`src/sv/mme_pkg.sv`:
```
// ----------------------------------------------------------------------------
// mme_pkg: shared types and constants for the modular exponentiation block
// Field widths, default operand width and sequencer state encoding.
// ----------------------------------------------------------------------------
package mme_pkg;

	localparam int MME_FIELD_WIDTH   = 32;
	localparam int MME_OPERAND_WIDTH = 32;

	typedef enum logic [2:0] {
		ST_IDLE,
		ST_REDUCE,
		ST_BIT,
		ST_MUL,
		ST_SQR,
		ST_FINISH
	} mme_state_t;

endpackage

```
`src/sv/mme_mulmod.sv`:
```
// ----------------------------------------------------------------------------
// mme_mulmod: shared shift-add modular multiplier
// Computes x * y mod m, MSB first over y, one doubling and one conditional
// add per bit, each in its own phase. Needs x <= m, m > 0.
// ----------------------------------------------------------------------------
module mme_mulmod
	import mme_pkg::*;
#(
	parameter int OPERAND_WIDTH = MME_OPERAND_WIDTH
) (
	input  logic                     clk,
	input  logic                     arst_n,
	input  logic                     start,
	input  logic [OPERAND_WIDTH-1:0] x,
	input  logic [OPERAND_WIDTH-1:0] y,
	input  logic [OPERAND_WIDTH-1:0] m,
	output logic                     done,
	output logic [OPERAND_WIDTH-1:0] result
);

	localparam int W  = OPERAND_WIDTH;
	localparam int CW = $clog2(W);

	logic          busy_q;
	logic          phase_q;
	logic          done_q;
	logic [CW-1:0] cnt_q;
	logic [W-1:0]  r_q;
	logic [W-1:0]  x_q;
	logic [W-1:0]  y_q;

	logic [W:0]    m_ext;
	logic [W:0]    dbl_raw;
	logic [W:0]    add_raw;
	logic [W-1:0]  dbl_red;
	logic [W-1:0]  add_red;

	// 2r and r + x both stay below 2m, so one subtract reduces either
	always_comb begin
		m_ext   = {1'b0, m};
		dbl_raw = {r_q, 1'b0};
		add_raw = {1'b0, r_q} + (y_q[W-1] ? {1'b0, x_q} : '0);
		dbl_red = (dbl_raw >= m_ext) ? W'(dbl_raw - m_ext) : W'(dbl_raw);
		add_red = (add_raw >= m_ext) ? W'(add_raw - m_ext) : W'(add_raw);
	end

	always_ff @(posedge clk or negedge arst_n) begin
		if (!arst_n) begin
			busy_q  <= 1'b0;
			phase_q <= 1'b0;
			done_q  <= 1'b0;
			cnt_q   <= '0;
		end else begin
			done_q <= 1'b0;
			if (start) begin
				busy_q  <= 1'b1;
				phase_q <= 1'b0;
				cnt_q   <= CW'(W - 1);
			end else if (busy_q) begin
				phase_q <= ~phase_q;
				if (phase_q) begin
					if (cnt_q == '0) begin
						busy_q <= 1'b0;
						done_q <= 1'b1;
					end else begin
						cnt_q <= cnt_q - 1'b1;
					end
				end
			end
		end
	end

	always_ff @(posedge clk) begin
		if (start) begin
			r_q <= '0;
			x_q <= x;
			y_q <= y;
		end else if (busy_q) begin
			if (!phase_q) begin
				r_q <= dbl_red;
			end else begin
				r_q <= add_red;
				y_q <= {y_q[W-2:0], 1'b0};
			end
		end
	end

	assign done   = done_q;
	assign result = r_q;

endmodule

```
`src/sv/modular_exponentiation.sv`:
```
// ----------------------------------------------------------------------------
// modular_exponentiation: right-to-left square-and-multiply exponentiation
// Reduces the base, then walks the exponent from the LSB using one shared
// modular multiplier. Zero modulus returns 0 with modulus_error set.
// ----------------------------------------------------------------------------
//  channel | handshake          | payload
//  --------+--------------------+------------------------------------------
//  in      | in_valid/in_ready  | base_value, exponent_value, modulus_value
//  out     | out_valid/out_ready| power_result, modulus_error
//
//  One modular multiply steps through all W = OPERAND_WIDTH bits of y, one
//  bit at a time, in the shared multiplier.
//  An item takes one reduction, then per exponent bit one decision state
//  (ST_BIT) and up to two multiplies, with no square after the highest set
//  bit; a zero modulus skips to ST_FINISH with no multiply.
//  in_ready is high only while the sequencer is idle; the result register
//  lets the next item be taken while a result still waits on out_ready.
//  arst_n clears the sequencer and the output valid; no clearing pass.
// ----------------------------------------------------------------------------
module modular_exponentiation
	import mme_pkg::*;
#(
	parameter int OPERAND_WIDTH = MME_OPERAND_WIDTH
) (
	input  logic                       clk,
	input  logic                       arst_n,
	input  logic                       in_valid,
	output logic                       in_ready,
	input  logic [MME_FIELD_WIDTH-1:0] base_value,
	input  logic [MME_FIELD_WIDTH-1:0] exponent_value,
	input  logic [MME_FIELD_WIDTH-1:0] modulus_value,
	output logic                       out_valid,
	input  logic                       out_ready,
	output logic [MME_FIELD_WIDTH-1:0] power_result,
	output logic                       modulus_error
);

	localparam int W = OPERAND_WIDTH;

	mme_state_t state_q, state_d;

	logic                       out_valid_q;
	logic [MME_FIELD_WIDTH-1:0] power_result_q;
	logic                       modulus_error_q;

	logic [W-1:0] base_q;
	logic [W-1:0] expo_q;
	logic [W-1:0] mod_q;
	logic [W-1:0] acc_q;
	logic         err_q;

	logic         in_fire;
	logic         out_load;
	logic         mm_start;
	logic [W-1:0] mm_x;
	logic [W-1:0] mm_y;
	logic         mm_done;
	logic [W-1:0] mm_result;

	assign in_fire = in_valid && in_ready;

	always_comb begin
		state_d  = state_q;
		in_ready = 1'b0;
		out_load = 1'b0;
		mm_start = 1'b0;
		mm_x     = base_q;
		mm_y     = base_q;
		unique case (state_q)
			ST_IDLE: begin
				in_ready = 1'b1;
				// reduce the base as 1 * base mod m
				mm_x     = W'(1);
				mm_y     = base_value[W-1:0];
				if (in_valid) begin
					if (modulus_value[W-1:0] == '0) begin
						state_d = ST_FINISH;
					end else begin
						mm_start = 1'b1;
						state_d  = ST_REDUCE;
					end
				end
			end
			ST_REDUCE: begin
				if (mm_done) state_d = ST_BIT;
			end
			ST_BIT: begin
				if (expo_q == '0) begin
					state_d = ST_FINISH;
				end else if (expo_q[0]) begin
					mm_x     = acc_q;
					mm_start = 1'b1;
					state_d  = ST_MUL;
				end else begin
					mm_start = 1'b1;
					state_d  = ST_SQR;
				end
			end
			ST_MUL: begin
				if (mm_done) begin
					// no square needed once no higher bit is set
					if (expo_q[W-1:1] == '0) begin
						state_d = ST_FINISH;
					end else begin
						mm_start = 1'b1;
						state_d  = ST_SQR;
					end
				end
			end
			ST_SQR: begin
				if (mm_done) state_d = ST_BIT;
			end
			ST_FINISH: begin
				if (!out_valid_q || out_ready) begin
					out_load = 1'b1;
					state_d  = ST_IDLE;
				end
			end
			default: state_d = ST_IDLE;
		endcase
	end

	always_ff @(posedge clk or negedge arst_n) begin
		if (!arst_n) begin
			state_q     <= ST_IDLE;
			out_valid_q <= 1'b0;
		end else begin
			state_q <= state_d;
			if (out_load) begin
				out_valid_q <= 1'b1;
			end else if (out_ready) begin
				out_valid_q <= 1'b0;
			end
		end
	end

	always_ff @(posedge clk) begin
		if (in_fire) begin
			base_q <= base_value[W-1:0];
			expo_q <= exponent_value[W-1:0];
			mod_q  <= modulus_value[W-1:0];
			err_q  <= (modulus_value[W-1:0] == '0);
			acc_q  <= W'(1);
		end
		if (mm_done) begin
			unique case (state_q)
				ST_REDUCE: base_q <= mm_result;
				ST_MUL:    acc_q  <= mm_result;
				ST_SQR: begin
					base_q <= mm_result;
					expo_q <= expo_q >> 1;
				end
				default: ;
			endcase
		end
		if (out_load) begin
			power_result_q  <= err_q ? '0 : MME_FIELD_WIDTH'(acc_q);
			modulus_error_q <= err_q;
		end
	end

	mme_mulmod #(
		.OPERAND_WIDTH(OPERAND_WIDTH)
	) u_mulmod (
		.clk    (clk),
		.arst_n (arst_n),
		.start  (mm_start),
		.x      (mm_x),
		.y      (mm_y),
		.m      (mod_q),
		.done   (mm_done),
		.result (mm_result)
	);

	assign out_valid     = out_valid_q;
	assign power_result  = power_result_q;
	assign modulus_error = modulus_error_q;

endmodule

```
`config.mk`:
```
export PLATFORM = sky130hd
export DESIGN_NAME = modular_exponentiation
export DESIGN_NICKNAME = d
export VERILOG_FILES = /design/src/sv/mme_pkg.sv /design/src/sv/mme_mulmod.sv /design/src/sv/modular_exponentiation.sv
export SDC_FILE = /design/constraint.sdc
export NUM_CORES = 1
export LEC_CHECK = 0
export ABC_AREA = 1
export BUFFER_PORTS_ARGS = -buffer_cell sky130_fd_sc_hd__buf_2
export CAP_MARGIN = 20
export CORE_ASPECT_RATIO = 0.9
export CORE_MARGIN = 5
export CORE_UTILIZATION = 55
export DETAILED_ROUTE_END_ITERATION = 7
export HOLD_SLACK_MARGIN = 0.03
export PLACE_DENSITY = 0.76
export SYNTH_ARGS = -nofsm -noshare
export SYNTH_HDL_FRONTEND = slang
export SYNTH_SLANG_ARGS = --single-unit
```
`constraint.sdc`:
```
create_clock -name clk -period 10.4 [get_ports clk]
set_input_delay 0.52 -clock clk [delete_from_list [all_inputs] [get_ports clk]]
set_output_delay 0.52 -clock clk [all_outputs]
set_load 0.005 [all_outputs]
```
=== Word-level counts from Yosys, hierarchy flattened ===
Cells that the tools add are included.

* Add/subtract/negate cells: 4
* Multipliers: 0
* Div/mod/pow operators: 0
* Order comparisons: 2
* Equal/unequal tests: 10
* Shift-type cells: 0
* Multiplexer cells: 54
* Bitwise logic cells: 1
* Reductions and logical operators: 15

{| class="wikitable"
|+ Operators with widths
! kind !! count
|-
| 32-bit 2-to-1 mux || 19
|-
| 33-bit by 32-bit >= comparator with 1-bit output || 2
|-
| 32-bit zero test || 2
|-
| 32-bit one-hot mux with 2 select lines || 1
|-
| 32-bit subtractor || 2
|-
| 32-bit by 32-bit adder with 33-bit output || 1
|-
| 31-bit zero test || 1
|-
| 1-bit 2-to-1 mux || 21
|-
| 3-bit 2-to-1 mux || 7
|-
| 5-bit 2-to-1 mux || 4
|-
| 3-bit one-hot mux with 5 select lines || 1
|-
| 3-bit by 2-bit == test with 1-bit output, second input constant || 2
|-
| 3-bit == test, second input constant || 2
|-
| 2-bit inequality test, second input constant || 3
|-
| 2-bit nonzero test || 3
|-
| 5-bit zero test || 1
|-
| 5-bit by 1-bit subtractor with 5-bit output, second input constant || 1
|-
| 2-bit by 1-bit inequality test with 1-bit output, second input constant || 2
|-
| 4-bit AND reduction || 1
|-
| 3-bit by 1-bit == test with 1-bit output, second input constant || 1
|-
| 3-bit zero test || 1
|-
| 1-bit one-hot mux with 3 select lines || 1
|-
| 3-bit AND reduction || 1
|-
| 2-bit AND reduction || 1
|-
| other kinds (5) || 5
|}

* Bits in registers: 270
* Latch bits: 0
* RAM bits: 0
* Bits in read-only memories: 0
* Word-level logic and storage cells: 102
* Memories kept: 0

=== Depth between registers and ports, before layout ===
* Depth in word-level cells: 6
* Depth in mapped cells: 32
* Mapped depth without buffers: 32

=== Modules after synthesis ===
From an unflattened synthesis, not the netlist that was laid out.

* Cell total of the unflattened synthesis: 3033
* Area total of the unflattened synthesis: 19680.1 µm²

{| class="wikitable"
|+ Modules (own cells, without submodules)
! module !! times used !! cells each !! area each (µm²)
|-
| mme_mulmod || 1 || 2222 || 12599.6
|-
| modular_exponentiation || 1 || 811 || 7080.5
|}

=== Worst setup path before layout ===
OpenSTA, ideal clock, no wires.

* Kind: register to register
* Start: register u_mulmod.y_q[31]
* End: register u_mulmod.r_q[14], in the netlist u_mulmod.result[14]
* Arrival time: 3.429 ns
* Required time: 10.291 ns
* Path slack: 6.862 ns
* Stages on the path, launching flop included: 28
* Period minus slack after synthesis: 3.538 ns
* Cells stage by stage: edfxtp_1 -> clkbuf_1 -> nand2_1 -> inv_1 -> fa_1 -> nand3_1 -> nand2_2 -> nand2_1 -> nand2_1 -> nand2_1 -> nand2_2 -> nand2_1 -> nand2_1 -> xor2_1 -> ha_1 -> nand2_1 -> inv_1 -> a21oi_2 -> inv_1 -> a21oi_1 -> nand3_2 -> nand2_4 -> buf_2 -> nand3_1 -> nand3_1 -> nand3_1 -> nand2_1 -> inv_1

* Word-level cells in the longest chain between the ends: 5
* Elaborated cells between the ends (all ways): 6

{| class="wikitable"
|+ Ends and longest elaborated chain
! item !! line !! text
|-
| start, declared || mme_mulmod.sv:30 || <nowiki>logic [W-1:0] y_q;</nowiki>
|-
| start signal, assigned || mme_mulmod.sv:77 || <nowiki>y_q <= y;</nowiki>
|-
| start signal, assigned || mme_mulmod.sv:83 || <nowiki>y_q <= {y_q[W-2:0], 1'b0};</nowiki>
|-
| 32-bit 2-to-1 mux (*) || mme_mulmod.sv:42 || <nowiki>add_raw = {1'b0, r_q} + (y_q[W-1] ? {1'b0, x_q} : '0);</nowiki>
|-
| 32-bit by 32-bit adder with 33-bit output (*) || mme_mulmod.sv:42 ||
|-
| 32-bit subtractor or 33-bit by 32-bit >= comparator with 1-bit output (tied branches) || mme_mulmod.sv:44 || <nowiki>add_red = (add_raw >= m_ext) ? W'(add_raw - m_ext) : W'(add_raw);</nowiki>
|-
| 32-bit 2-to-1 mux (*) || mme_mulmod.sv:44 ||
|-
| 32-bit 2-to-1 mux (*) || mme_mulmod.sv:79 || <nowiki>if (!phase_q) begin</nowiki>
|-
| end signal, assigned || mme_mulmod.sv:80 || <nowiki>r_q <= dbl_red;</nowiki>
|-
| end signal, assigned || mme_mulmod.sv:82 || <nowiki>r_q <= add_red;</nowiki>
|-
| end, declared || mme_mulmod.sv:28 || <nowiki>logic [W-1:0] r_q;</nowiki>
|}

Mark *: on every way between the ends. The rest lies on a longest branch, timed or not.
A chain may end at the register's enable or synchronous reset.

=== Worst setup path after layout ===
* Start: register u_mulmod.y_q[31]
* End: register u_mulmod.r_q[10], in the netlist u_mulmod.result[10]

Same word-level chain as after synthesis.

==> summary.md <==
| Metric | Value |
|---|---|
| #FFs+latches synth | 270 |
| Critical Path AT | 5840 ps |
| CTS tree | yes |
| CP peak stage delay | 1060 ps |
| Worst Tran Pin Value | 1079 ps |
| Core area | 34190 um^2 |
| Nets@finish | 3172 |
| Vias | 19310 |
| # rows | 64 |
| Status | finished, final reports clean |
| Area Overhead vs Synth | 10.15% |
| Post-synth EDFFs | 130 |
| Antenna cell count | 0 |
| CTS root buffer | clkbuf_16 |
| CTS H-tree depth | 1 |
| Full die area | 38710 um^2 |
| Final Skew | 24.33 ps |
| Post-DP HPWL | 49.71 mm |
| First-pass GRT wire length | 98.10 mm |
| Setup crit start kind | flop |
| Remaining Overflow, GRT | 0 |
| Min-delay worst type | in -> reg |
| Initial core utilization | 56.09% |
| Post-Syn Area | 19180 um^2 |
| CP top delay family | simple AND/OR/NAND/NOR gates |
| Synth warn | 0 |
| Antenna Violating Nets Remaining | 0 |
| Final setup vio count | 0 |
| Share of layout cells above drive strength 1 | 8.383% |
| MaxCap Viol Count | 0 |
| Die Y | 187.2 um |
| Mean routed wirelength per cell | 18.30 um |
| FMAX | 187.5 MHz |
| Synth Flop Type | edfxtp_1 |
| Clk_lat worst skew | 580 ps |
| Final Hold Vio Count | 0 |
| Tot GR Track Use | 31.80% |
| Detailed Routing Iterations Pass 1 | 6 |
| Setup_tns | 0 ps |
| Input/output buffers | 134 |
| Fin crit share | 51.28% |
| Register area share after synthesis | 35.28% |
| # IOs | 135 |
| Inserted Clock Buffers | 29 |
| Netlist cell types | 45 |
| Cells resized by post-CTS repair | 0 |
| Drt total wl | 63.24 mm |
| WS Path Type | reg -> reg |
| RSZ-0062 raised after global routing | no |
| Async S/R FF share, synth | 4.444% |
| Fin. max-slew vios | 0 |
| Vias in the first global route | 18080 |
| Final worst path period need | 5334 ps |
| Top cell by count, worst path | nand2_1 |
| Critical path peak fanout | 44 |
| Cells after Synth | 2876 |
| Initial antenna violation count | 0 |
| Worst path required time | 10910 ps |
| Final Util | 61.79% |
| Critical path endpoint category | flop |
| Iteration-0 DRC Markers | 2051 |
| DRC | 0 |
| CTS Sinks | 270 |
| Die X | 206.8 um |
| Clock-pin slew on the worst setup and hold paths | 60 ps |
| Largest net degree at the start of global routing | 69 |
| Buf/Inv on CP | 2 |
| Slowest-stage cell, CP | edfxtp_1 |
| Syn_nets | 3077 |
| Via density | 5.588 |
| GP Congestion | 1.038 |
| Slew HR | 28.07% |
| Mean area per synthesized cell | 6.669 um^2 |
| Clock Path Buffers | 3 |
final timing paths:
kind | startpoint | to | slack [ps] | depth (start not counted)
min in group asynchronous | arst_n | u_mulmod.phase_q$_DFFE_PN0P_ | 370 | 2
hold / removal | modulus_value[6] | mod_q[6]$_DFFE_PP_ | 140 | 1
setup / recovery | u_mulmod.y_q[31]$_DFFE_PP_ | u_mulmod.result[10]$_SDFFE_PP0P_ | 5070 | 25
hold reg to reg | expo_q[31]$_DFF_P_ | expo_q[31]$_DFF_P_ | 470 | 2
setup reg to reg | u_mulmod.y_q[31]$_DFFE_PP_ | u_mulmod.result[10]$_SDFFE_PP0P_ | 5070 | 25
max in group asynchronous | arst_n | u_mulmod.cnt_q[2]$_DFFE_PN0P_ | 9780 | 2
layout by cell type, fill, tap and decap left out, types with 6 or more instances in the layout:
cell type,instances
o21bai_1,11
a21o_1,6
clkbuf_8,6
buf_4,14
inv_1,545
nand2_1,815
a31oi_1,38
buf_2,134
nand2_2,18
xor2_1,23
dfxtp_1,128
clkbuf_1,6
nor4_1,8
inv_2,7
a21oi_1,160
o21ai_0,105
nor3_1,23
xnor2_1,26
nand4_1,25
edfxtp_1,130
o22ai_1,95
clkbuf_16,29
nand3_2,7
nor2_1,275
nand3_1,175
ha_1,98
dfrtp_1,12
nand3b_1,19
cells in the mapped netlist (2+ instances only):
library cell    n  area [um^2]
dfrtp_1        12        300.3
buf_1           9        33.78
a21oi_1       160        800.8
nor2_1        278         1044
nor2_4          2        22.52
nor3_1         24        120.1
and2_1          2        12.51
o22ai_1        95        594.3
nand2_4         2        22.52
buf_4           7        52.55
edfxtp_1      130         3904
nor3_2          2        20.02
fa_1            3        60.06
buf_8           2        30.03
inv_1         545         2046
nand3_2         8        80.08
nand3b_1       19        142.6
clkbuf_1       42        157.7
a21boi_0        2        15.01
o211ai_1        2        15.01
nand3_1       175        875.8
nand4_1        25        156.4
dfxtp_1       128         2562
buf_6           4        45.04
a21o_1          6        45.04
inv_2           7        26.28
buf_2          23        115.1
xor2_1         23        201.4
clkinv_1        3        11.26
ha_1           98         1226
nor2_2          4        25.02
xnor2_1        26        227.7
nor4_1          8        50.05
o21ai_0       105        525.5
o21ai_1         3        15.01
nand2_2        18        112.6
nand2_1       815         3059
a21oi_2         5        43.79
a31oi_1        38        237.7
o21bai_1       11        82.58
sequential cells by signal, indices dropped and copies added, names as in the netlist, 3 cells and up:
name,count
acc_q,32
base_q,32
expo_q,32
mod_q,32
power_result,32
state_q,3
u_mulmod.cnt_q,5
u_mulmod.result,32
u_mulmod.x_q,32
u_mulmod.y_q,32
what timing repair did:
item,CTS,global route
hold endpoints to repair,12,0
hold buffers,1,0
setup endpoints to repair,0,0
setup buffers,0,0
worst reg2reg max path, stage by stage (launching register included):
cell and delay [ps]:
edfxtp_1 1060, nand2_1 130, inv_1 100, ha_1 190, fa_1 220, nand3_1 90
nand2_2 120, nand2_1 60, nand2_1 190, nand2_1 80, nand2_1 160, nand3_1 200
nand3_1 150, nand2_1 140, ha_1 360, a21o_1 190, a21o_1 170, a21oi_1 310
nand2_2 170, nor2_8 300, nand2_8 250, inv_1 310, nand2_1 100, nand3_2 70
nand2_1 50, nor2_1 100
cell families after synthesis:
| group | after synthesis | synth area share, % |
|---|---|---|
| and+or+nand+nor | 1385 | 30.18 |
| buffers and inverters | 642 | 13.13 |
| AOI/OAI and AO/OA | 429 | 12.47 |
| DFF | 270 | 35.28 |
| adders and majority gates | 101 | 6.706 |
| xor gates and xnor gates | 49 | 2.238 |
through the flow:
step / hold slack (ps) / instance area (um^2) / worst slack, ps / std cells
after floorplan: 224.4 / 19180 / 6862 / 2876
after global placement: 430.0 / 20130 / 5274 / 3399
after detailed placement: 428.4 / 20150 / 5300 / 3400
after CTS: 124.9 / 21100 / 5254 / 3455
after global routing: 120.4 / 21130 / 4655 / 3456
final: 135.1 / 21130 / 5066 / 3456
area by class of cell:
class	instances	area, um^2
fillers	3297	13070
repair buffers	151	833.3
clock inverters	13	108.9
flip-flops and latches	270	6766
multi-input cells	1964	9926
inverters	555	2083
clock buffers	41	830.8
well taps	462	578.1
per-layer routing:
metal / global-route usage, % / share of wire, % / vias to the layer above
li1: - / - / 9385
met1: 44.74 / 42 / 8850
met2: 49.76 / 45 / 910
met3: 4.906 / 8.6 / 166
met4: 11.44 / 4.3 / 0
met5: 0 / 0 / -
Power is left out: the tool's default activity adds up to more than one toggle a clock period on the data nets, which glitch-free logic cannot reach.
